<file path="src/rtl/pbsq_pkg.sv">
// ----------------------------------------------------------------------------
// pbsq_pkg
// Shared widths, operation and status codes, register indexes and the
// controller/datapath handshake types of the priority bin scheduler queue.
// ----------------------------------------------------------------------------
`default_nettype none

package pbsq_pkg;

    // Payload field widths
    localparam int FUNC_W     = 2;
    localparam int HANDLE_W   = 8;
    localparam int PRIO_W     = 4;
    localparam int POS_W      = 4;
    localparam int STATUS_W   = 2;
    localparam int EP_W       = 8;
    localparam int SIZE_W     = 5;

    // Configuration port
    localparam int CFG_IDX_W  = 3;
    localparam int CFG_DATA_W = 8;
    localparam int NUM_EP     = 4;

    localparam logic [CFG_IDX_W-1:0] CFG_PRIO_EN = 3'd0;
    localparam logic [CFG_IDX_W-1:0] CFG_EP0     = 3'd1;
    localparam logic [CFG_IDX_W-1:0] CFG_EP1     = 3'd2;
    localparam logic [CFG_IDX_W-1:0] CFG_EP2     = 3'd3;
    localparam logic [CFG_IDX_W-1:0] CFG_EP3     = 3'd4;

    // Operation codes
    localparam logic [FUNC_W-1:0] FUNC_ADD   = 2'd0;
    localparam logic [FUNC_W-1:0] FUNC_ERASE = 2'd1;
    localparam logic [FUNC_W-1:0] FUNC_CLEAR = 2'd2;

    // Status codes
    localparam logic [STATUS_W-1:0] STATUS_OK   = 2'd0;
    localparam logic [STATUS_W-1:0] STATUS_FULL = 2'd1;
    localparam logic [STATUS_W-1:0] STATUS_BAD  = 2'd2;

    // Default sizing
    localparam int DEF_PRIORITY_LEVELS = 16;
    localparam int DEF_BIN_DEPTH       = 16;
    localparam int DEF_BUCKET_SIZE     = 4;
    localparam int DEF_BUCKET_COUNT    = 4;

    // Controller -> datapath step commands
    typedef struct packed {
        logic load;     // latch a new word
        logic dec;      // decode bin state, do add / clear
        logic er1;      // erase: capture removed handle, read last entry
        logic er2;      // erase: move last entry, shrink bin
        logic srch;     // one step of the downward top search
    } t_cmd;

    // Datapath -> controller status
    typedef struct packed {
        logic erase_go;     // erase is legal, run the erase steps
        logic srch_need;    // top bin emptied, search lower levels
        logic srch_done;    // search step ends the search
    } t_sts;

endpackage

`default_nettype wire

</file>
<file path="src/rtl/pbsq_in_if.sv">
// ----------------------------------------------------------------------------
// pbsq_in_if
// Request channel: valid/ready handshake with the operation word.
// ----------------------------------------------------------------------------
`default_nettype none

interface pbsq_in_if;
    logic                           valid;
    logic                           ready;
    logic [pbsq_pkg::FUNC_W-1:0]    func;
    logic [pbsq_pkg::HANDLE_W-1:0]  handle;
    logic [pbsq_pkg::PRIO_W-1:0]    priority_req;
    logic                           is_barrier;
    logic [pbsq_pkg::POS_W-1:0]     position;

    modport source (output valid, func, handle, priority_req, is_barrier, position,
                    input ready);
    modport sink   (input valid, func, handle, priority_req, is_barrier, position,
                    output ready);
endinterface

`default_nettype wire

</file>
<file path="src/rtl/pbsq_out_if.sv">
// ----------------------------------------------------------------------------
// pbsq_out_if
// Result channel: valid/ready handshake with the result word.
// ----------------------------------------------------------------------------
`default_nettype none

interface pbsq_out_if;
    logic                           valid;
    logic                           ready;
    logic [pbsq_pkg::STATUS_W-1:0]  status;
    logic [pbsq_pkg::PRIO_W-1:0]    effective_priority;
    logic [pbsq_pkg::EP_W-1:0]      endpoint;
    logic [pbsq_pkg::SIZE_W-1:0]    bin_size;
    logic [pbsq_pkg::POS_W-1:0]     next_index;
    logic [pbsq_pkg::HANDLE_W-1:0]  removed_handle;
    logic [pbsq_pkg::PRIO_W-1:0]    top_priority;
    logic                           queue_nonempty;

    modport source (output valid, status, effective_priority, endpoint, bin_size,
                    next_index, removed_handle, top_priority, queue_nonempty,
                    input ready);
    modport sink   (input valid, status, effective_priority, endpoint, bin_size,
                    next_index, removed_handle, top_priority, queue_nonempty,
                    output ready);
endinterface

`default_nettype wire

</file>
<file path="src/rtl/priority_bin_scheduler_queue.sv">
// ----------------------------------------------------------------------------
// priority_bin_scheduler_queue
// Per-priority bins of task handles with tracking of the highest busy level.
//
// Request channel i_in carries one operation word (add, erase, clear); result
// channel o_out returns exactly one result word per request. Both use a
// valid/ready handshake. Registers (priority mode, four bucket endpoints) are
// written through i_cfg_we / i_cfg_idx / i_cfg_wdata. The user must write them
// only while the block is idle; the block itself does not enforce this.
//
// One request is in flight at a time. An add, a clear or an unused code runs
// through the accepting cycle, a fill/endpoint memory read, a decode-and-write
// cycle and the result cycle. A legal erase adds a step that reads the bin's
// last slot and one that moves it into the erased slot. When an erase empties
// the top bin the top is searched downward one level per cycle.
//
// Reset empties every bin, clears the registers and holds ready low; entry
// memory is not cleared. While o_out.ready is low the result word holds and
// no new request is accepted.
// ----------------------------------------------------------------------------
`default_nettype none

module priority_bin_scheduler_queue #(
    parameter int PRIORITY_LEVELS = pbsq_pkg::DEF_PRIORITY_LEVELS,
    parameter int BIN_DEPTH       = pbsq_pkg::DEF_BIN_DEPTH,
    parameter int BUCKET_SIZE     = pbsq_pkg::DEF_BUCKET_SIZE,
    parameter int BUCKET_COUNT    = pbsq_pkg::DEF_BUCKET_COUNT
) (
    input  wire logic                            i_clk,
    input  wire logic                            i_rst_n,
    input  wire logic                            i_cfg_we,
    input  wire logic [pbsq_pkg::CFG_IDX_W-1:0]  i_cfg_idx,
    input  wire logic [pbsq_pkg::CFG_DATA_W-1:0] i_cfg_wdata,
    pbsq_in_if.sink                              i_in,
    pbsq_out_if.source                           o_out
);

    pbsq_pkg::t_cmd cmd;
    pbsq_pkg::t_sts sts;
    logic           in_ready;
    logic           out_valid;

    // sequencer
    pbsq_ctrl u_ctrl (
        .i_clk       (i_clk),
        .i_rst_n     (i_rst_n),
        .i_in_valid  (i_in.valid),
        .i_out_ready (o_out.ready),
        .i_sts       (sts),
        .o_cmd       (cmd),
        .o_in_ready  (in_ready),
        .o_out_valid (out_valid)
    );

    // bins, tracking and result word
    pbsq_dpath #(
        .PRIORITY_LEVELS (PRIORITY_LEVELS),
        .BIN_DEPTH       (BIN_DEPTH),
        .BUCKET_SIZE     (BUCKET_SIZE),
        .BUCKET_COUNT    (BUCKET_COUNT)
    ) u_dpath (
        .i_clk                (i_clk),
        .i_rst_n              (i_rst_n),
        .i_cfg_we             (i_cfg_we),
        .i_cfg_idx            (i_cfg_idx),
        .i_cfg_wdata          (i_cfg_wdata),
        .i_cmd                (cmd),
        .o_sts                (sts),
        .i_func               (i_in.func),
        .i_handle             (i_in.handle),
        .i_priority_req       (i_in.priority_req),
        .i_is_barrier         (i_in.is_barrier),
        .i_position           (i_in.position),
        .o_status             (o_out.status),
        .o_effective_priority (o_out.effective_priority),
        .o_endpoint           (o_out.endpoint),
        .o_bin_size           (o_out.bin_size),
        .o_next_index         (o_out.next_index),
        .o_removed_handle     (o_out.removed_handle),
        .o_top_priority       (o_out.top_priority),
        .o_queue_nonempty     (o_out.queue_nonempty)
    );

    assign i_in.ready  = in_ready;
    assign o_out.valid = out_valid;

endmodule

`default_nettype wire

</file>
<file path="src/rtl/pbsq_ctrl.sv">
// ----------------------------------------------------------------------------
// pbsq_ctrl
// Sequencer: steps one word through bin read, decode, erase and top search.
// ----------------------------------------------------------------------------
`default_nettype none

module pbsq_ctrl (
    input  wire logic           i_clk,
    input  wire logic           i_rst_n,
    input  wire logic           i_in_valid,
    input  wire logic           i_out_ready,
    input  wire pbsq_pkg::t_sts i_sts,
    output pbsq_pkg::t_cmd      o_cmd,
    output logic                o_in_ready,
    output logic                o_out_valid
);

    localparam logic [2:0] S_IDLE = 3'd0;
    localparam logic [2:0] S_FRD  = 3'd1;
    localparam logic [2:0] S_DEC  = 3'd2;
    localparam logic [2:0] S_ER1  = 3'd3;
    localparam logic [2:0] S_ER2  = 3'd4;
    localparam logic [2:0] S_SRCH = 3'd5;
    localparam logic [2:0] S_OUT  = 3'd6;

    logic [2:0] r_state;
    logic [2:0] n_state;

    // next state
    always_comb begin
        n_state = r_state;
        case (r_state)
            S_IDLE: if (i_in_valid) n_state = S_FRD;
            S_FRD:  n_state = S_DEC;
            S_DEC:  n_state = i_sts.erase_go ? S_ER1 : S_OUT;
            S_ER1:  n_state = S_ER2;
            S_ER2:  n_state = i_sts.srch_need ? S_SRCH : S_OUT;
            S_SRCH: if (i_sts.srch_done) n_state = S_OUT;
            S_OUT:  if (i_out_ready) n_state = S_IDLE;
            default: n_state = S_IDLE;
        endcase
    end

    always_ff @(posedge i_clk) begin
        if (!i_rst_n) begin
            r_state <= S_IDLE;
        end else begin
            r_state <= n_state;
        end
    end

    // commands and handshakes; no word is taken while reset is held
    always_comb begin
        o_cmd.load  = (r_state == S_IDLE) && i_rst_n && i_in_valid;
        o_cmd.dec   = (r_state == S_DEC);
        o_cmd.er1   = (r_state == S_ER1);
        o_cmd.er2   = (r_state == S_ER2);
        o_cmd.srch  = (r_state == S_SRCH);
        o_in_ready  = (r_state == S_IDLE) && i_rst_n;
        o_out_valid = (r_state == S_OUT);
    end

endmodule

`default_nettype wire

</file>
<file path="src/rtl/pbsq_dpath.sv">
// ----------------------------------------------------------------------------
// pbsq_dpath
// Datapath: config registers, bin entry memory, fill/endpoint memory,
// non-empty flags, top tracking and the result registers.
// ----------------------------------------------------------------------------
`default_nettype none

module pbsq_dpath #(
    parameter int PRIORITY_LEVELS = pbsq_pkg::DEF_PRIORITY_LEVELS,
    parameter int BIN_DEPTH       = pbsq_pkg::DEF_BIN_DEPTH,
    parameter int BUCKET_SIZE     = pbsq_pkg::DEF_BUCKET_SIZE,
    parameter int BUCKET_COUNT    = pbsq_pkg::DEF_BUCKET_COUNT
) (
    input  wire logic                           i_clk,
    input  wire logic                           i_rst_n,
    // configuration
    input  wire logic                           i_cfg_we,
    input  wire logic [pbsq_pkg::CFG_IDX_W-1:0] i_cfg_idx,
    input  wire logic [pbsq_pkg::CFG_DATA_W-1:0] i_cfg_wdata,
    // control
    input  wire pbsq_pkg::t_cmd                 i_cmd,
    output pbsq_pkg::t_sts                      o_sts,
    // request word
    input  wire logic [pbsq_pkg::FUNC_W-1:0]    i_func,
    input  wire logic [pbsq_pkg::HANDLE_W-1:0]  i_handle,
    input  wire logic [pbsq_pkg::PRIO_W-1:0]    i_priority_req,
    input  wire logic                           i_is_barrier,
    input  wire logic [pbsq_pkg::POS_W-1:0]     i_position,
    // result word
    output logic [pbsq_pkg::STATUS_W-1:0]       o_status,
    output logic [pbsq_pkg::PRIO_W-1:0]         o_effective_priority,
    output logic [pbsq_pkg::EP_W-1:0]           o_endpoint,
    output logic [pbsq_pkg::SIZE_W-1:0]         o_bin_size,
    output logic [pbsq_pkg::POS_W-1:0]          o_next_index,
    output logic [pbsq_pkg::HANDLE_W-1:0]       o_removed_handle,
    output logic [pbsq_pkg::PRIO_W-1:0]         o_top_priority,
    output logic                                o_queue_nonempty
);

    localparam int LVL_W     = $clog2(PRIORITY_LEVELS);
    localparam int FILL_W    = $clog2(BIN_DEPTH + 1);
    localparam int OFS_W     = (BIN_DEPTH > 1) ? $clog2(BIN_DEPTH) : 1;
    localparam int CMP_W     = (FILL_W > pbsq_pkg::POS_W) ? FILL_W : pbsq_pkg::POS_W;
    localparam int ENT_DEPTH = PRIORITY_LEVELS * BIN_DEPTH;
    localparam int ADDR_W    = $clog2(ENT_DEPTH);
    localparam int LVL_MAX   = PRIORITY_LEVELS - 1;
    localparam int EP_W      = pbsq_pkg::EP_W;
    localparam int FM_W      = EP_W + FILL_W;

    // configuration registers
    logic            r_prio_en;
    logic [EP_W-1:0] r_ep [pbsq_pkg::NUM_EP];

    always_ff @(posedge i_clk) begin
        if (!i_rst_n) begin
            r_prio_en <= 1'b0;
            for (int i = 0; i < pbsq_pkg::NUM_EP; i++) r_ep[i] <= '0;
        end else if (i_cfg_we) begin
            case (i_cfg_idx)
                pbsq_pkg::CFG_PRIO_EN: r_prio_en <= i_cfg_wdata[0];
                pbsq_pkg::CFG_EP0:     r_ep[0]   <= i_cfg_wdata;
                pbsq_pkg::CFG_EP1:     r_ep[1]   <= i_cfg_wdata;
                pbsq_pkg::CFG_EP2:     r_ep[2]   <= i_cfg_wdata;
                pbsq_pkg::CFG_EP3:     r_ep[3]   <= i_cfg_wdata;
                default: ;
            endcase
        end
    end

    // latched operation
    logic [pbsq_pkg::FUNC_W-1:0]   r_func;
    logic [pbsq_pkg::HANDLE_W-1:0] r_handle;
    logic [LVL_W-1:0]              r_level;
    logic [CMP_W-1:0]              r_pos;
    logic [LVL_W-1:0]              r_cnt;

    // bin tracking state
    logic [PRIORITY_LEVELS-1:0]    r_nonempty;
    logic [LVL_W-1:0]              r_top;
    logic                          r_top_valid;

    // result registers
    logic [pbsq_pkg::STATUS_W-1:0] r_status;
    logic [LVL_W-1:0]              r_eff;
    logic [EP_W-1:0]               r_ep_out;
    logic [FILL_W-1:0]             r_size;
    logic [CMP_W-1:0]              r_nidx;
    logic [pbsq_pkg::HANDLE_W-1:0] r_removed;

    // memories
    logic [FM_W-1:0]               fmem [PRIORITY_LEVELS];
    logic [FM_W-1:0]               r_fq;
    logic [pbsq_pkg::HANDLE_W-1:0] emem [ENT_DEPTH];
    logic [pbsq_pkg::HANDLE_W-1:0] r_eq;

    // bucket of each level, a constant table
    logic [1:0] bucket_of [PRIORITY_LEVELS];

    for (genvar g = 0; g < PRIORITY_LEVELS; g++) begin : g_bucket
        assign bucket_of[g] = 2'((g / BUCKET_SIZE) % BUCKET_COUNT);
    end

    // request level: saturate, then barrier override
    logic [LVL_W-1:0] sat_level;
    logic [LVL_W-1:0] req_level;

    always_comb begin
        sat_level = (32'(i_priority_req) > LVL_MAX) ? LVL_W'(LVL_MAX)
                                                     : LVL_W'(i_priority_req);
        req_level = sat_level;
        if (i_func == pbsq_pkg::FUNC_ADD && r_prio_en && i_is_barrier) begin
            req_level = r_top;
        end
    end

    // bin decode
    logic [FILL_W-1:0] cur_fill;
    logic [EP_W-1:0]   cur_ep;
    logic [EP_W-1:0]   new_ep;
    logic [1:0]        bucket;
    logic [FILL_W-1:0] last;
    logic              full;
    logic              fill_zero;
    logic              pos_ok;
    logic              add_ok;
    logic              top_hit;
    logic [LVL_W-1:0]  srch_idx;

    always_comb begin
        cur_fill  = r_nonempty[r_level] ? r_fq[FILL_W-1:0] : '0;
        cur_ep    = r_fq[FILL_W +: EP_W];
        bucket    = bucket_of[r_level];
        new_ep    = r_prio_en ? r_ep[bucket] : r_ep[0];
        last      = cur_fill - FILL_W'(1);
        full      = (cur_fill == FILL_W'(BIN_DEPTH));
        fill_zero = (cur_fill == '0);
        pos_ok    = (r_pos < CMP_W'(cur_fill));
        add_ok    = (r_func == pbsq_pkg::FUNC_ADD) && !full;
        top_hit   = (last == '0) && r_top_valid && (r_level == r_top);
        srch_idx  = r_cnt - LVL_W'(1);

        o_sts.erase_go  = (r_func == pbsq_pkg::FUNC_ERASE) && !fill_zero && pos_ok;
        o_sts.srch_need = top_hit && (r_level != '0);
        o_sts.srch_done = r_nonempty[srch_idx] || (srch_idx == '0);
    end

    // fill / endpoint memory, one row per level
    logic            fm_we;
    logic [FM_W-1:0] fm_wdata;

    always_comb begin
        fm_we    = (i_cmd.dec && add_ok) || i_cmd.er2;
        fm_wdata = i_cmd.er2 ? {cur_ep, last}
                             : {(fill_zero ? new_ep : cur_ep), cur_fill + FILL_W'(1)};
    end

    always_ff @(posedge i_clk) begin
        if (fm_we) begin
            fmem[r_level] <= fm_wdata;
        end
        r_fq <= fmem[r_level];
    end

    // entry memory: read slot at pos, then at last; write on add or move
    logic [OFS_W-1:0]              rd_ofs;
    logic [OFS_W-1:0]              wr_ofs;
    logic [ADDR_W-1:0]             rd_addr;
    logic [ADDR_W-1:0]             wr_addr;
    logic                          em_we;
    logic [pbsq_pkg::HANDLE_W-1:0] em_wdata;

    always_comb begin
        rd_ofs   = i_cmd.er1 ? last[OFS_W-1:0] : r_pos[OFS_W-1:0];
        wr_ofs   = i_cmd.er2 ? r_pos[OFS_W-1:0] : cur_fill[OFS_W-1:0];
        rd_addr  = ADDR_W'(32'(r_level) * BIN_DEPTH + 32'(rd_ofs));
        wr_addr  = ADDR_W'(32'(r_level) * BIN_DEPTH + 32'(wr_ofs));
        em_we    = (i_cmd.dec && add_ok) || i_cmd.er2;
        em_wdata = i_cmd.er2 ? r_eq : r_handle;
    end

    always_ff @(posedge i_clk) begin
        if (em_we) begin
            emem[wr_addr] <= em_wdata;
        end
        r_eq <= emem[rd_addr];
    end

    // operation registers
    always_ff @(posedge i_clk) begin
        if (i_cmd.load) begin
            r_func   <= i_func;
            r_handle <= i_handle;
            r_level  <= req_level;
            r_pos    <= CMP_W'(i_position);
        end
        if (i_cmd.er2) begin
            r_cnt <= r_level;
        end else if (i_cmd.srch) begin
            r_cnt <= srch_idx;
        end
    end

    // non-empty flags and top level
    always_ff @(posedge i_clk) begin
        if (!i_rst_n) begin
            r_nonempty  <= '0;
            r_top       <= '0;
            r_top_valid <= 1'b0;
        end else begin
            if (i_cmd.dec && add_ok) begin
                r_nonempty[r_level] <= 1'b1;
                if (fill_zero && (!r_top_valid || r_level >= r_top)) begin
                    r_top       <= r_level;
                    r_top_valid <= 1'b1;
                end
            end
            if (i_cmd.dec && r_func == pbsq_pkg::FUNC_CLEAR) begin
                r_nonempty  <= '0;
                r_top       <= '0;
                r_top_valid <= 1'b0;
            end
            if (i_cmd.er2 && last == '0) begin
                r_nonempty[r_level] <= 1'b0;
                // top at level zero emptied: nothing lower to search
                if (top_hit && r_level == '0) begin
                    r_top       <= '0;
                    r_top_valid <= 1'b0;
                end
            end
            if (i_cmd.srch) begin
                if (r_nonempty[srch_idx]) begin
                    r_top       <= srch_idx;
                    r_top_valid <= 1'b1;
                end else if (srch_idx == '0) begin
                    r_top       <= '0;
                    r_top_valid <= 1'b0;
                end
            end
        end
    end

    // result word
    always_ff @(posedge i_clk) begin
        if (i_cmd.load) begin
            r_status  <= pbsq_pkg::STATUS_OK;
            r_eff     <= '0;
            r_ep_out  <= '0;
            r_size    <= '0;
            r_nidx    <= '0;
            r_removed <= '0;
        end
        if (i_cmd.dec) begin
            case (r_func)
                pbsq_pkg::FUNC_ADD: begin
                    r_eff <= r_level;
                    if (full) begin
                        r_status <= pbsq_pkg::STATUS_FULL;
                        r_ep_out <= cur_ep;
                        r_size   <= cur_fill;
                    end else begin
                        r_ep_out <= fill_zero ? new_ep : cur_ep;
                        r_size   <= cur_fill + FILL_W'(1);
                    end
                end
                pbsq_pkg::FUNC_ERASE: begin
                    r_eff <= r_level;
                    if (fill_zero) begin
                        r_status <= pbsq_pkg::STATUS_BAD;
                    end else if (!pos_ok) begin
                        r_status <= pbsq_pkg::STATUS_BAD;
                        r_ep_out <= cur_ep;
                        r_size   <= cur_fill;
                    end else begin
                        r_ep_out <= cur_ep;
                        r_size   <= last;
                        r_nidx   <= r_pos;
                    end
                end
                default: ;
            endcase
        end
        if (i_cmd.er1) begin
            r_removed <= r_eq;
        end
    end

    assign o_status             = r_status;
    assign o_effective_priority = pbsq_pkg::PRIO_W'(r_eff);
    assign o_endpoint           = r_ep_out;
    assign o_bin_size           = pbsq_pkg::SIZE_W'(r_size);
    assign o_next_index         = pbsq_pkg::POS_W'(r_nidx);
    assign o_removed_handle     = r_removed;
    assign o_top_priority       = pbsq_pkg::PRIO_W'(r_top);
    assign o_queue_nonempty     = r_top_valid;

endmodule

`default_nettype wire

</file>
<file path="src/flat_wrapper.sv">
// flat-port wrapper written by rule: the top's interface ports become plain ports
module priority_bin_scheduler_queue_flat 
#(
    parameter int PRIORITY_LEVELS = pbsq_pkg::DEF_PRIORITY_LEVELS,
    parameter int BIN_DEPTH       = pbsq_pkg::DEF_BIN_DEPTH,
    parameter int BUCKET_SIZE     = pbsq_pkg::DEF_BUCKET_SIZE,
    parameter int BUCKET_COUNT    = pbsq_pkg::DEF_BUCKET_COUNT
)
  (i_clk, i_rst_n, i_cfg_we, i_cfg_idx, i_cfg_wdata, i_in_valid, i_in_func, i_in_handle, i_in_priority_req, i_in_is_barrier, i_in_position, i_in_ready, o_out_valid, o_out_status, o_out_effective_priority, o_out_endpoint, o_out_bin_size, o_out_next_index, o_out_removed_handle, o_out_top_priority, o_out_queue_nonempty, o_out_ready);
  pbsq_in_if i_in_i ();
  pbsq_out_if o_out_i ();
  input  wire logic i_clk;
  input  wire logic i_rst_n;
  input  wire logic i_cfg_we;
  input  wire logic [pbsq_pkg::CFG_IDX_W-1:0] i_cfg_idx;
  input  wire logic [pbsq_pkg::CFG_DATA_W-1:0] i_cfg_wdata;
  input wire logic [$bits(i_in_i.valid)-1:0] i_in_valid;
  input wire logic [$bits(i_in_i.func)-1:0] i_in_func;
  input wire logic [$bits(i_in_i.handle)-1:0] i_in_handle;
  input wire logic [$bits(i_in_i.priority_req)-1:0] i_in_priority_req;
  input wire logic [$bits(i_in_i.is_barrier)-1:0] i_in_is_barrier;
  input wire logic [$bits(i_in_i.position)-1:0] i_in_position;
  output wire logic [$bits(i_in_i.ready)-1:0] i_in_ready;
  output wire logic [$bits(o_out_i.valid)-1:0] o_out_valid;
  output wire logic [$bits(o_out_i.status)-1:0] o_out_status;
  output wire logic [$bits(o_out_i.effective_priority)-1:0] o_out_effective_priority;
  output wire logic [$bits(o_out_i.endpoint)-1:0] o_out_endpoint;
  output wire logic [$bits(o_out_i.bin_size)-1:0] o_out_bin_size;
  output wire logic [$bits(o_out_i.next_index)-1:0] o_out_next_index;
  output wire logic [$bits(o_out_i.removed_handle)-1:0] o_out_removed_handle;
  output wire logic [$bits(o_out_i.top_priority)-1:0] o_out_top_priority;
  output wire logic [$bits(o_out_i.queue_nonempty)-1:0] o_out_queue_nonempty;
  input wire logic [$bits(o_out_i.ready)-1:0] o_out_ready;
  assign i_in_i.valid = i_in_valid;
  assign i_in_i.func = i_in_func;
  assign i_in_i.handle = i_in_handle;
  assign i_in_i.priority_req = i_in_priority_req;
  assign i_in_i.is_barrier = i_in_is_barrier;
  assign i_in_i.position = i_in_position;
  assign i_in_ready = i_in_i.ready;
  assign o_out_valid = o_out_i.valid;
  assign o_out_status = o_out_i.status;
  assign o_out_effective_priority = o_out_i.effective_priority;
  assign o_out_endpoint = o_out_i.endpoint;
  assign o_out_bin_size = o_out_i.bin_size;
  assign o_out_next_index = o_out_i.next_index;
  assign o_out_removed_handle = o_out_i.removed_handle;
  assign o_out_top_priority = o_out_i.top_priority;
  assign o_out_queue_nonempty = o_out_i.queue_nonempty;
  assign o_out_i.ready = o_out_ready;
  priority_bin_scheduler_queue #(.PRIORITY_LEVELS(PRIORITY_LEVELS), .BIN_DEPTH(BIN_DEPTH), .BUCKET_SIZE(BUCKET_SIZE), .BUCKET_COUNT(BUCKET_COUNT)) u_core (.i_clk(i_clk), .i_rst_n(i_rst_n), .i_cfg_we(i_cfg_we), .i_cfg_idx(i_cfg_idx), .i_cfg_wdata(i_cfg_wdata), .i_in(i_in_i), .o_out(o_out_i));
endmodule
</file>
<file path="config.mk">
export PLATFORM = sky130hd
export DESIGN_NAME = priority_bin_scheduler_queue_flat
export DESIGN_NICKNAME = d
export VERILOG_FILES = /design/src/rtl/pbsq_pkg.sv /design/src/rtl/pbsq_in_if.sv /design/src/rtl/pbsq_out_if.sv /design/src/rtl/priority_bin_scheduler_queue.sv /design/src/rtl/pbsq_ctrl.sv /design/src/rtl/pbsq_dpath.sv /design/src/flat_wrapper.sv
export SDC_FILE = /design/constraint.sdc
export NUM_CORES = 2
export LEC_CHECK = 0
export BUFFER_PORTS_ARGS = -buffer_cell sky130_fd_sc_hd__buf_2
export CORE_MARGIN = 10
export CORE_UTILIZATION = 55
export DETAILED_ROUTE_END_ITERATION = 7
export PLACE_DENSITY = 0.71
export RECOVER_POWER = 25
export SYNTH_ARGS = -nofsm -noshare
export SYNTH_HDL_FRONTEND = slang
export SYNTH_SLANG_ARGS = --single-unit
</file>
<file path="constraint.sdc">
create_clock -name i_clk -period 15.16 [get_ports i_clk]
set_input_delay 0.758 -clock i_clk [delete_from_list [all_inputs] [get_ports i_clk]]
set_output_delay 0.758 -clock i_clk [all_outputs]
set_load 0.05 [all_outputs]
</file>
Yosys cells after proc, flatten, opt, wreduce, memory -nomap -nowiden
Memory sizes are Yosys's and may differ from the RTL's. A register that Yosys moved wholly into a read port is not among the register bits.
Cells that the tools add are included.
{"block": "word_totals", "ff_bits": 79, "ram_bits": 2288, "mem_bits_ro": 32, "inputBits": 35, "out_inout_bits": 38, "word_cells": 186, "n_memories": 4}
{"name": "u_core.u_dpath.emem", "words": 256, "width": 8, "rd": 1, "rd_clocked_by_memory_dff": 1, "write_ports": 1, "line_no": "pbsq_dpath.sv:93", "source": "logic [pbsq_pkg::HANDLE_W-1:0] emem [ENT_DEPTH];"}
{"name": "u_core.u_dpath.fmem", "words": 16, "width": 13, "rd": 1, "rd_clocked_by_memory_dff": 1, "write_ports": 1, "line_no": "pbsq_dpath.sv:91", "source": "logic [FM_W-1:0] fmem [PRIORITY_LEVELS];"}
{"name": "(no name shown)", "words": 16, "width": 2, "rd": 1, "rd_clocked_by_memory_dff": 0, "write_ports": 0, "line_no": "pbsq_dpath.sv:132", "source": "bucket = bucket_of[r_level];"}
{"name": "u_core.u_dpath.r_ep", "words": 4, "width": 8, "rd": 2, "rd_clocked_by_memory_dff": 0, "write_ports": 4, "line_no": "pbsq_dpath.sv:52", "source": "logic [EP_W-1:0] r_ep [pbsq_pkg::NUM_EP];"}
{"block": "op_classes", "add_sub_neg": 5, "n_lt_le_gt_ge": 6, "n_eq_ne": 17, "muxes": 94, "n_bitwise": 8, "n_reduce_logical": 36}
{"cell": "$mux W8", "n": 13}
{"cell": "$mux W16", "n": 4}
{"cell": "$mux W4", "n": 16}
{"cell": "$mux W5", "n": 11}
{"cell": "$mux W1", "n": 30}
{"cell": "$pmux W3 S7", "n": 1}
{"cell": "$add A8 B4 Y8", "n": 2}
{"cell": "$and A16 B16 Y16", "n": 1}
{"cell": "$logic_and A1 B1 Y1", "n": 16}
{"cell": "$mux W2", "n": 8}
{"cell": "$not A16 Y16", "n": 1}
{"cell": "$or A16 B16 Y16", "n": 1}
{"cell": "$pmux W8 S2", "n": 1}
{"cell": "$mux W13", "n": 1}
{"cell": "$eq A3 B2 Y1 const B", "n": 4}
{"cell": "$eq A3 B3 Y1 const B", "n": 4}
{"cell": "$mux W3", "n": 4}
{"cell": "$logic_not A5 Y1", "n": 2}
{"cell": "$lt A4 B5 Y1 const B", "n": 2}
{"cell": "$pmux W5 S2", "n": 1}
{"cell": "$bmux W1 S4", "n": 2}
{"cell": "$logic_not A4 Y1", "n": 2}
{"cell": "$eq A3 B1 Y1 const B", "n": 2}
{"cell": "$logic_not A3 Y1", "n": 2}
{"cell": "25 further kinds", "n": 35}

Depth between registers and ports, before layout
{"block": "depth", "word_depth": 14, "depth_mapped": 24, "mapped_depth_nobuf": 14}

Modules after synthesis
From an unflattened synthesis, not the netlist that was laid out.
{"block": "hier_totals", "hier_cells": 5224, "area_unflattened_um2": 94509.4}
{"module": "pbsq_dpath", "n_inst": 1, "cells_each": 5193, "area_each_um2": 94249.1, "seq_area_each_um2": 70928.0}
{"module": "pbsq_ctrl", "n_inst": 1, "cells_each": 31, "area_each_um2": 260.2, "seq_area_each_um2": 60.1}

Worst setup path after synthesis
OpenSTA, ideal clock, no wires.
{"block": "synth_timing", "path_type": "register to register", "startpoint": "reg u_core.u_ctrl.r_state[2]", "endpoint": "mem u_core.u_dpath.emem[0][0] (netlist bit) (data pin)", "setup_ns": 0.823, "arrival_ns": 4.745, "required_time_ns": 14.337, "slack_ns": 9.592, "stages_incl_launch_ff": 8, "n_path_buf": 3, "period_less_slack_ns": 5.568, "path_cell_list": "dfxtp_1 > buf_2 > inv_1 > nor3_1 > clkbuf_1 > clkbuf_1 > nand2_1 > nand2_1"}
{"block": "synth_via", "elab_chain_cells": 2}
{"element": "start: declaration", "line_no": "pbsq_ctrl.sv:26", "source": "logic [2:0] r_state;"}
{"element": "start signal: assignment", "line_no": "pbsq_ctrl.sv:48", "source": "r_state <= n_state;"}
{"element": "$eq A3 B3 Y1", "line_no": "pbsq_ctrl.sv:57", "source": "o_cmd.er2 = (r_state == S_ER2);"}
{"element": "$mux W8", "line_no": "pbsq_dpath.sv:178", "source": "em_wdata = i_cmd.er2 ? r_eq : r_handle;"}
{"element": "via u_core.u_dpath.em_wdata (one bit)", "line_no": "pbsq_dpath.sv:170", "source": "logic [pbsq_pkg::HANDLE_W-1:0] em_wdata;"}
{"element": "end: declaration", "line_no": "pbsq_dpath.sv:93"}
The timed path passes the listed nets, and every way through them passes these cells.

Worst setup path in the final report
{"block": "layout_timing", "startpoint": "reg u_core.u_dpath.r_level[0]", "endpoint": "reg u_core.u_dpath.r_eq[6] (netlist bit), read port of u_core.u_dpath.emem"}
{"block": "layout_via", "elab_chain_cells": 6}
{"element": "start: declaration", "line_no": "pbsq_dpath.sv:73", "source": "logic [LVL_W-1:0] r_level;"}
{"element": "start signal: assignment", "line_no": "pbsq_dpath.sv:193", "source": "r_level <= req_level;"}
{"element": "$bmux W1 S4", "line_no": "pbsq_dpath.sv:130", "source": "cur_fill = r_nonempty[r_level] ? r_fq[FILL_W-1:0] : '0;"}
{"element": "$mux W1 (not written as such)", "line_no": "pbsq_dpath.sv:130"}
{"element": "$mux W5", "line_no": "pbsq_dpath.sv:130"}
{"element": "$sub A5 B1 Y5", "line_no": "pbsq_dpath.sv:134", "source": "last = cur_fill - FILL_W'(1);"}
{"element": "$mux W4", "line_no": "pbsq_dpath.sv:173", "source": "rd_ofs = i_cmd.er1 ? last[OFS_W-1:0] : r_pos[OFS_W-1:0];"}
{"element": "$add A8 B4 Y8 (*)", "line_no": "pbsq_dpath.sv:175", "source": "rd_addr = ADDR_W'(32'(r_level) * BIN_DEPTH + 32'(rd_ofs));"}
{"element": "end: declaration", "line_no": "pbsq_dpath.sv:94", "source": "logic [pbsq_pkg::HANDLE_W-1:0] r_eq;"}
Every way passes the cells marked *; elsewhere a longest branch is shown, timed or not. The select of a mux whose other input is x is not followed.
A chain may end at the register's enable or synchronous reset.

==> flow_metrics.py <==
metrics = {
    "run_status": {
        "status": "finished, violations left",
        "failed_checks": "DRC, capacitance limit, slew limit",
    },
    "critical_path": {
        "crit_type": "flop to flop",
        "critical_path_arrival_ns": 10.68,
        "required_ns": 15.99,
        "path_buf_inv": 3,
        "critPathLaunchType": "flop",
        "worstPathCellList": "clkbuf_1 -> nor2_1 -> a22o_1 -> nor3_2 -> or2_0 -> nand2_1 -> ha_1 -> o21a_4 -> buf_4 -> buf_4 -> nand2_1 -> and3_1 -> a311oi_1 -> a311oi_1 -> nor4_1 -> a41o_1 -> a211o_1",
        "r2r-end": "u_core.u_dpath.r_eq[6]$_DFF_P_",
        "r2r-start": "u_core.u_dpath.r_level[0]$_DFFE_PP_",
        "critPathMaxFanout": 97,
        "path_depth": 17,
        "slowest_delay_ns": 2.06,
        "r2r_cells": 17,
        "cp_slowest_cell": "clkbuf_1",
        "path_delay_family": "buffers and inverters",
        "crit_path_end_kind": "flop",
        "r2r_slack_ns": 5.30,
    },
    "synth": {
        "ys_types": 77,
        "synth_area_per_cell_um2": 14.8,
        "synthesis.nets": 6530,
        "seq_area_frac_synth": 0.738,
        "synth-async-reset-ratio": 0,
        "synth-warning-count": 0,
        "synth_flop_cell": "edfxtp_1",
        "ys_ff_latch": 2387,
        "synth_edf_count": 2318,
        "synthCells": 6483,
        "netlist_area_mm2": 0.0962,
    },
    "sta": {
        "fmax_mhz": 101,
        "setup_violations": 0,
        "period_needed_ns": 9.86,
        "rsz0062_at_grt": "no",
        "setup_tns_ns": 0,
        "hold_viol": 0,
        "report.final.slew_viol_count": 748,
        "fin_crit_sh": 0.650,
        "skew_ns": 0.0560,
        "slew_headroom": -1.57,
        "tightest_slew_ns": 3.85,
    },
    "grt": {
        "grt_pass1_vias": 54625,
        "antenna_found_initial": 8,
        "grt_pass1_wl_um": 356000,
        "global_route.usage.met2": 0.384,
        "overflow": 0,
        "grt.met3_usage": 0.0517,
        "met1_usage": 0.337,
        "grt_max_degree": 203,
        "grt_util_all_layers": 0.244,
        "grt-busiest-layer": "met2",
    },
    "clock_tree": {
        "cts-root-buf": "clkbuf_16",
        "clock_sinks": 2387,
        "cts_buffer_depth": 3,
        "htreeDepth": 4,
        "cts_resized": 0,
        "insertion_delay_ns": 0.88,
        "cts-buffers-inserted": 230,
        "post_cts_buffers": 0,
        "cts_tree": "built",
        "path_clk_slew_ns": 0.07,
        "hold_buffers": 0,
    },
    "power": {
        "ir_worst_vdd_mv": 0.134,
        "power_frac_comb": 0.206,
        "swShare": 0.300,
        "p_sw_uw": 5230,
        "power.internal_uw": 12200,
        "p_leak_uw": 0.0356,
        "seq_power_share": 0.472,
        "p_per_area_mw_per_mm2": 165,
        "p_clk_frac": 0.322,
    },
    "min_path": {
        "whs_path_depth": 1,
        "hp-start": "i_in_func[0]",
        "whs_endpoint": "u_core.u_dpath.r_func[0]$_DFFE_PP_",
        "hp-class": "input pin to flop",
    },
    "drt": {
        "viasPerCell": 6.24,
        "drtAntennaViolNets": 0,
        "vias": 56024,
        "drtIter0Drc": 6851,
        "detail_route.wl_per_cell_um": 26.7,
        "drtPass1Iterations": 8,
        "wl_um": 240000,
        "route.detailed.drc": 8,
    },
    "layout": {
        "drive_gt1_frac": 0.105,
        "area_growth_pct": 9.91,
        "final.fill_count": 12778,
        "layout.nets": 6495,
        "post-route-util": 0.608,
    },
    "place": {
        "dp_hpwl_um": 136000,
        "gp_congestion": 0.859,
        "io_buffers": 72,
    },
    "die": {
        "io_pins": 73,
        "initial_utilization": 0.553,
        "die_x_um": 438,
        "die_h_um": 438,
        "num_rows": 153,
        "core_mm2": 0.174,
        "dieArea_mm2": 0.192,
    },
    "run": {
        "max_cap_viol_count": 13,
    },
}
[sequential cells by signal (all words and copies together) (netlist names), 2 cells and up]
register,count
u_core.u_ctrl.r_state,3
u_core.u_dpath.emem,2048
u_core.u_dpath.fmem,208
u_core.u_dpath.o_bin_size,5
u_core.u_dpath.o_effective_priority,4
u_core.u_dpath.o_endpoint,8
u_core.u_dpath.o_removed_handle,8
u_core.u_dpath.o_status,2
u_core.u_dpath.o_top_priority,4
u_core.u_dpath.r_cnt,4
u_core.u_dpath.r_ep,32
u_core.u_dpath.r_eq,8
u_core.u_dpath.r_fq,13
u_core.u_dpath.r_func,2
u_core.u_dpath.r_handle,8
u_core.u_dpath.r_level,4
u_core.u_dpath.r_nidx,4
u_core.u_dpath.r_nonempty,16
u_core.u_dpath.r_pos,4
[worst max-delay path by stage]
stage                                               start                             endpoint  slack [ns]
global route          u_core.u_dpath.r_level[0]$_DFFE_PP_       u_core.u_dpath.r_eq[4]$_DFF_P_        4.64
floorplan           u_core.u_ctrl.r_state[2]$_SDFFE_PN0P_  u_core.u_dpath.emem[0][0]$_DFFE_PP_        9.59
global placement      u_core.u_dpath.r_level[1]$_DFFE_PP_       u_core.u_dpath.r_eq[6]$_DFF_P_        7.44
finish                u_core.u_dpath.r_level[0]$_DFFE_PP_       u_core.u_dpath.r_eq[6]$_DFF_P_        5.30
detailed placement    u_core.u_dpath.r_level[1]$_DFFE_PP_       u_core.u_dpath.r_eq[6]$_DFF_P_        7.32
CTS                   u_core.u_dpath.r_level[1]$_DFFE_PP_       u_core.u_dpath.r_eq[6]$_DFF_P_        7.32
[cells in the mapped netlist (9+ instances only)]
cell type,instances,area (µm²)
a211o_1,9,78.8
a21o_1,10,75.1
a21oi_1,85,425
a22o_1,14,123
a311oi_1,120,1050
a31oi_1,43,269
and2_1,41,257
and3_1,97,607
buf_1,59,221
buf_2,116,581
buf_4,20,150
buf_6,20,225
clkbuf_1,210,788
dfxtp_1,69,1380
edfxtp_1,2318,69600
ha_1,12,150
inv_1,36,135
mux2_2,46,518
mux2i_1,370,3700
mux4_2,189,4260
nand2_1,1345,5050
nand3_1,638,3190
nand4_1,15,93.8
nor2_1,300,1130
nor3_1,35,175
nor4_1,12,75.1
o21ai_0,54,270
o21ai_1,12,60.1
o21bai_1,10,75.1
o221ai_1,9,78.8
o22ai_1,36,225
o32ai_1,16,140
or4_1,15,113
[worst reg2reg max path, delay by kind of cell (launching register included)]
family / cells / cell delay, ns
AO/OA/AOI/OAI: 6 / 2.19
adder cells (fa/ha/maj): 1 / 0.54
buffers and inverters: 3 / 3.76
flip-flops: 1 / 0.32
AND/OR/NAND/NOR: 7 / 3.05
[layer usage]
metal | vias to the layer above | part of all wire
li1 | 24437 | -
met1 | 28109 | 0.39
met2 | 2989 | 0.47
met3 | 487 | 0.099
met4 | 2 | 0.040
met5 | - | 0.000071
[layout make-up]
class                           instances  area, µm²  share of cell area
Timing Repair Buffer                  158       1080              0.0102
Sequential cell                      2387      71000               0.672
Clock buffer                          295       6150              0.0582
Multi-Input combinational cell       3634      23200               0.219
Tap cell                             2325       2910              0.0275
Inverter                               37        139             0.00131
Antenna cell                            6       15.0            0.000142
Clock inverter                        136       1250              0.0118
[power by group through the flow]
stage                     registers [µW]  clock network, µW  logic, µW
after global placement              8320                  0       3490
after CTS                           8190               5650       3580
final                               8220               5610       3580
after global routing                8230               5920       3810
after floorplan                     8540                  0       2150
after detailed placement            8320                  0       3560
[layout by cell type (no fill, tap or decap), types with 54 or more instances in the layout]
cell       synthesis  layout
a21oi_1           85      85
a311oi_1         120     120
and3_1            97      96
buf_4             20      67
clkbuf_1         210     101
clkbuf_16          0     233
dfxtp_1           69      69
edfxtp_1        2318    2318
mux2i_1          370     370
mux4_2           189     189
nand2_1         1345    1335
nand3_1          638     637
nor2_1           300     301
o21ai_0           54      54
[kinds of logic (layout without fill, tap and decap cells)]
group	count (synthesis)	in the layout	share of synthesized area
and+or+nand+nor	2530	2530	0.114
adders and majority gates	12	12	0.00156
xor gates and xnor gates	12	12	0.00109
AOI/OAI and AO/OA	475	475	0.0355
other	0	6	0
buffers and inverters	462	626	0.0219
DFF	2387	2387	0.738
muxes	605	605	0.0882
[per-stage QoR]
step	hold WS, ns	total power (µW)	setup WS (ns)	cell area [µm²]	cells
detailed placement	0.462	11900	7.32	98400	8541
floorplan	0.465	10700	9.59	96200	6483
global route	0.0470	18000	4.64	106000	8974
CTS	0.0185	17400	7.32	106000	8972
finish	0.0755	17400	5.30	106000	8978
global placement	0.450	11800	7.44	98400	8541
Power figures use the tool's default switching activity.
